## src/sv/tefm_pkg.sv

```systemverilog
// Package for the timed effect force mixer: widths, opcodes, slot record type.
// No dependencies.
package tefm_pkg;
	localparam int SLOTS_DEF = 5;
	localparam logic [7:0] FORCE_FULL = 8'hFE;
	localparam logic [31:0] INF_TIME = 32'hFFFF_FFFF;
	localparam logic [31:0] LATE_RUN_MS = 32'd100;

	typedef enum logic [1:0] {
		FN_TICK  = 2'd0,
		FN_START = 2'd1,
		FN_STOP  = 2'd2,
		FN_ALL   = 2'd3
	} func_t;

	localparam logic CFG_CAP_EN = 1'b0;
	localparam logic CFG_CAP_MS = 1'b1;

	typedef struct packed {
		logic [31:0] id;
		logic [31:0] start;
		logic [31:0] stop;
		logic [7:0]  fs;
		logic [7:0]  fb;
		logic        active;
		logic        started;
	} slot_t;

	// token walking along the row of cells
	typedef struct packed {
		logic        valid;
		func_t       fn;
		logic [31:0] now;
		logic [31:0] id;
		logic [7:0]  mix_s;
		logic [7:0]  mix_b;
	} tok_t;

	// start payload, resolved before the walk
	typedef struct packed {
		logic [7:0]  fs;
		logic [7:0]  fb;
		logic [31:0] start;
		logic [31:0] stop;
	} wr_t;
endpackage

```

## src/sv/tefm_cell.sv

```systemverilog
// One effect slot cell: holds a slot and processes the token passing through.
// Depends on tefm_pkg.
module tefm_cell (
	input  logic           clk,
	input  logic           arst_n,
	input  tefm_pkg::tok_t tok_in,
	input  tefm_pkg::wr_t  wr,
	input  logic           sel_here,   // start target chosen for this cell
	input  logic           cap_en,
	input  logic [15:0]    cap_ms,
	output tefm_pkg::tok_t tok_out,
	output tefm_pkg::slot_t slot
);
	import tefm_pkg::*;

	slot_t slot_q, slot_d;
	tok_t  tok_q, tok_d;

	always_comb begin
		logic mix;
		mix = 1'b0;
		slot_d = slot_q;
		tok_d = tok_in;
		if (tok_in.valid) begin
			case (tok_in.fn)
				FN_TICK: begin
					if (slot_q.active) begin
						if (slot_q.started) begin
							if (slot_q.stop != INF_TIME && slot_q.stop <= tok_in.now)
								slot_d.active = 1'b0;
							else
								mix = 1'b1;
						end else if (slot_q.start <= tok_in.now) begin
							slot_d.started = 1'b1;
							if (slot_q.stop != INF_TIME)
								slot_d.stop = tok_in.now + ((slot_q.start <= slot_q.stop) ?
									slot_q.stop - slot_q.start : slot_q.start + LATE_RUN_MS);
							else if (cap_en)
								slot_d.stop = tok_in.now + {16'd0, cap_ms};
							mix = 1'b1;
						end
					end
					if (mix && slot_q.fs > tok_in.mix_s) tok_d.mix_s = slot_q.fs;
					if (mix && slot_q.fb > tok_in.mix_b) tok_d.mix_b = slot_q.fb;
				end
				FN_START: begin
					if (sel_here) begin
						slot_d.id = tok_in.id;
						slot_d.fs = wr.fs;
						slot_d.fb = wr.fb;
						slot_d.start = wr.start;
						slot_d.stop = wr.stop;
						slot_d.active = 1'b1;
						slot_d.started = 1'b0;
					end
				end
				FN_STOP: begin
					if (slot_q.id == tok_in.id) slot_d.stop = 32'd0;
				end
				default: begin
					slot_d = '{id: INF_TIME, default: '0};
				end
			endcase
		end
	end

	always_ff @(posedge clk or negedge arst_n) begin
		if (!arst_n) begin
			slot_q <= '{id: INF_TIME, default: '0};
			tok_q <= '0;
		end else begin
			slot_q <= slot_d;
			tok_q <= tok_d;
		end
	end

	assign tok_out = tok_q;
	assign slot = slot_q;
endmodule

```

## config.mk

```make
export PLATFORM = sky130hd
export DESIGN_NAME = tefm_cell
export DESIGN_NICKNAME = d
export VERILOG_FILES = /design/src/sv/tefm_pkg.sv /design/src/sv/tefm_cell.sv
export SDC_FILE = /design/constraint.sdc
export NUM_CORES = 1
export LEC_CHECK = 0
export BUFFER_PORTS_ARGS = -buffer_cell sky130_fd_sc_hd__buf_2
export CORE_MARGIN = 1.5
export CORE_UTILIZATION = 58
export DETAILED_ROUTE_END_ITERATION = 8
export MAX_ROUTING_LAYER = met4
export PLACE_DENSITY_LB_ADDON = 0.08
export SLEW_MARGIN = 20
export SYNTH_ARGS = -nofsm -noshare
export SYNTH_HDL_FRONTEND = slang
export SYNTH_SLANG_ARGS = --single-unit
```

## constraint.sdc

```tcl
create_clock -name clk -period 14 [get_ports clk]
set_input_delay 1.4 -clock clk [delete_from_list [all_inputs] [get_ports clk]]
set_output_delay 1.4 -clock clk [all_outputs]
set_load 0.02 [all_outputs]
```

==> results.txt <==
----------------------------------------------------
[Global route]
  Global-route total usage across every layer ... 0.3835
  Wire length of the first global-routing pass ... 69750 um
  Number of global-route vias before repair ... 12.85k
  Antenna violations before repair ... 2
  Pin count of the biggest net entering global routing ... approximately 120
  GR Overflow Total ... 0

[Yosys]
  Most frequently used flop master after synthesis ... sky130_fd_sc_hd__dfrtp_1
  YS warnings ... 0
  Sequential-to-total area share from yosys stat ... 0.3664
  Post-Syn Nets ... 1808
  Library cell with the largest summed area after synthesis ... sky130_fd_sc_hd__dfrtp_1
  Count of flip-flops with a built-in enable after synthesis ... 0
  Per-instance average area after synthesis ... 9.195 um2
  Fraction of registers with async set/reset ... 1.000
  Most area-consuming cells after synthesis ... sky130_fd_sc_hd__dfrtp_1, sky130_fd_sc_hd__ha_1, sky130_fd_sc_hd__dfstp_2
  Syn Inst Count ... 1475
  Mapped Area ... around 14000 um2
  Flops & latches, synth ... 197
  Fraction of post-synthesis cell area in the top cell type by area ... 0.3044
  Count of cell types in the netlist ... 68

[Flow run]
  Reported max-cap violation count ... 0

[Floorplan]
  Die area ... 24310 um2
  Floorplan die height ... 155.9 um
  Number of rows in the core area ... 55
  Area of the core ... 22780 um2
  I/O pin cnt ... 380
  Starting Density ... 0.5954
  Horizontal extent of the die ... 155.9 um

[Setup path]
  Critical Path Source Type ... register
  Worst r2r dst ... slot[44]
  Arrival time of data at the critical path endpoint ... 6.45 ns
  Startpoint of the lowest-slack register-to-register path ... slot[18]
  Worst reg-to-reg path cell count ... 25
  Required @ worst endpoint ... 14.34 ns
  Category of the most critical setup path ... register to register
  Worst-path maximum fanout ... 28
  R2R Setup Slk ... slightly below 8 ns
  Worst Setup End Kind ... register

[Timing]
  Post-layout min period ... 6.109 ns
  Skew final ... ~0.017 ns
  Final period utilization ... 0.4363
  Highest clock frequency the design can meet ... 0.1637 GHz
  Worst-case headroom to the max-slew limit ... 0.2097
  Least-Margin Pin Slew ... 1.176 ns
  Hold Worst Slack ... roughly 0.53 ns
  Post-Route Setup TNS ... 0 ns
  Final setup violating endpoints ... 0
  Slew Viols, Final ... 0
  Unrepaired setup endpoints after global routing ... no
  Final count of hold timing violations ... 0

[Clock tree]
  Sinks on Clock Net ... 197
  Htree depth ... 4
  Number of buffers added to fix hold violations after cts ... 0
  Inserted Clock Buffers ... 17
  Postcts setup bufs ... 0
  CTS Buffer Depth ... 2
  Worst-skew pair later-pin latency ... about 0.46 ns
  Resize count post-CTS ... 0
  Clock root buffer ... sky130_fd_sc_hd__clkbuf_16
  Clock tree from TritonCTS ... yes
  Clock-pin slew on the worst setup and hold paths ... 0.09 ns

[Detailed routing]
  Routed vias ... 13.09k
  Post-detailed-route count of antenna-violating nets ... 0
  DR DRC count ... 0
  Total Wirelength ... 45420 um
  Drt wl/cell ... 21.06 um
  Number of iterations in the first detailed-routing pass ... 5
  Detailed Route Iter0 Violations ... between 1k and 1.5k
  Vias per std cell ... 6.070

[Min path]
  Worst-case hold path end point ... slot[94]
  Hold Crit Depth ... 1
  Worst Hold Launch ... slot[94]
  Hold/Removal Path Class ... register to register

[Place]
  Buffers added on ports ... 379
  Total instance count after detailed placement ... 2122
  DPL Wire Length ... approximately 35000 um
  Area after detailed placement ... around 16000 um2
  Placer's final routability congestion estimate ... 0.9792

[Final layout]
  Final core utilization ... 0.7189
  Final #Nets ... 2162
  Fraction of layout instances using a drive strength above 1 ... 0.2736
  Commonest cells after routing, fill and taps aside ... sky130_fd_sc_hd__buf_2, sky130_fd_sc_hd__dfrtp_1, sky130_fd_sc_hd__ha_1
  Commonest non-fill, non-tap cell in the layout ... sky130_fd_sc_hd__buf_2
  Post-route cell area ... around 16000 um2
  Post-Layout Cell Count ... 2157
  Area growth from synthesis to layout ... 20.74%

[Power]
  Pwr dens ... 248.4 nW/um2
  Net switching power figure ... 2.050 mW
  IR drop worst, VDD ... 0.1814 mV
  Fraction of power consumed by combinational cells ... 0.673
  Static power due to leakage ... 8.019 nW
  Switching power share of the total ... 0.5038
  Portion of total power attributed to sequential cells ... 0.193
  Internal portion of total power ... 2.019 mW
  Power share of the clock group ... 0.134

[Outcome]
  Status ... finished, final reports clean

----------------------------------------------------
-- cell families after synthesis --
logic type	count (synthesis)	synth area share
flops	197	0.3664
fa+ha+maj	150	0.1395
xor+xnor	108	0.06974
compound gates	454	0.2155
simple gates	374	0.1364
buf+inv	160	0.04631
mux	32	0.02611
-- power by group through the flow --
stage	clock, mW	sequential, mW	combinational, mW
6_report	0.545	0.784	2.74
4_1_cts	0.546	0.777	2.68
2_1_floorplan	0	0.846	1.92
3_5_place_dp	0	0.787	2.65
5_1_grt	0.567	0.791	2.99
3_3_place_gp	0	0.784	2.62
-- registers in the layout, indices dropped and copies added (netlist names) --
register / flops
slot: 114
tok_out: 83
-- Yosys cell counts, types with 10 or more instances --
cell                         n
sky130_fd_sc_hd__xnor2_1    87
sky130_fd_sc_hd__dfstp_2    32
sky130_fd_sc_hd__a21o_1     40
sky130_fd_sc_hd__nor4_1     11
sky130_fd_sc_hd__o211ai_1   13
sky130_fd_sc_hd__dfrtp_1   165
sky130_fd_sc_hd__nand4_1    48
sky130_fd_sc_hd__o22a_1     33
sky130_fd_sc_hd__xor2_1     21
sky130_fd_sc_hd__buf_1      10
sky130_fd_sc_hd__a22o_1     24
sky130_fd_sc_hd__nor3_1     24
sky130_fd_sc_hd__ha_1      148
sky130_fd_sc_hd__nor2_1     71
sky130_fd_sc_hd__nand2b_1   18
sky130_fd_sc_hd__nand2_1   125
sky130_fd_sc_hd__nand3_1    27
sky130_fd_sc_hd__o21ai_0   114
sky130_fd_sc_hd__a21oi_1   142
sky130_fd_sc_hd__and3_1     12
sky130_fd_sc_hd__a211oi_1   15
sky130_fd_sc_hd__clkbuf_1   38
sky130_fd_sc_hd__mux2_2     27
sky130_fd_sc_hd__inv_1     104
sky130_fd_sc_hd__nor2b_1    16
-- through the flow --
stage	setup WS [ns]	total power, mW
2_1_floorplan	8.819	2.763
3_3_place_gp	8.239	3.399
3_5_place_dp	8.055	3.434
4_1_cts	7.989	4.000
5_1_grt	7.519	4.350
6_report	7.891	4.068
-- worst max path at each step --
stage / cells after the start / startpoint / slack (ns) / end
2_1_floorplan: 27 / slot[18] / 8.82 / slot[44]
3_5_place_dp: 25 / slot[18] / 8.06 / slot[44]
5_1_grt: 25 / slot[18] / 7.52 / slot[44]
3_3_place_gp: 25 / slot[18] / 8.24 / slot[44]
6_report: 25 / slot[18] / 7.89 / slot[44]
4_1_cts: 25 / slot[18] / 7.99 / slot[44]
-- layout make-up --
| class | instances | area, um2 |
|---|---|---|
| diodes | 2 | 5.005 |
| clock buffers | 17 | 425.4 |
| clock inverters | 15 | 216.5 |
| fillers | 1849 | 6402 |
| inverters | 106 | 397.9 |
| multi-input cells | 1118 | 7969 |
| flip-flops and latches | 197 | 4970 |
| well taps | 313 | 391.6 |
| repair buffers | 389 | 2001 |
-- layer usage --
metal | GRT usage | vias to the layer above | part of all wire
met5 | - | - | 0
met4 | 0.1125 | 0 | 0.025
met3 | 0.08361 | 96 | 0.096
met2 | 0.6076 | 697 | 0.47
met1 | 0.4944 | 6252 | 0.41
li1 | - | 6047 | -
-- critical path, stage by stage, from the launching register on --
cell	delay [ns]
sky130_fd_sc_hd__dfrtp_1	0.41
sky130_fd_sc_hd__inv_1	0.11
sky130_fd_sc_hd__ha_1	0.16
sky130_fd_sc_hd__inv_1	0.05
sky130_fd_sc_hd__fa_1	0.39
sky130_fd_sc_hd__a21o_1	0.19
sky130_fd_sc_hd__a21o_1	0.20
sky130_fd_sc_hd__a21oi_1	0.36
sky130_fd_sc_hd__a221oi_1	0.17
sky130_fd_sc_hd__o2111ai_1	0.29
sky130_fd_sc_hd__nand2_2	0.35
sky130_fd_sc_hd__a21oi_1	0.25
sky130_fd_sc_hd__nor2_1	0.07
sky130_fd_sc_hd__nor2_1	0.10
sky130_fd_sc_hd__ha_1	0.21
sky130_fd_sc_hd__inv_1	0.08
sky130_fd_sc_hd__fa_1	0.40
sky130_fd_sc_hd__o21ai_0	0.45
sky130_fd_sc_hd__a211o_1	0.29
sky130_fd_sc_hd__nand4_1	0.13
sky130_fd_sc_hd__a31oi_1	0.35
sky130_fd_sc_hd__o21ai_0	0.19
sky130_fd_sc_hd__a21oi_1	0.21
sky130_fd_sc_hd__mux2i_1	0.20
sky130_fd_sc_hd__a21oi_1	0.07
sky130_fd_sc_hd__mux2_2	0.29
(Power assumes the default switching activity.)
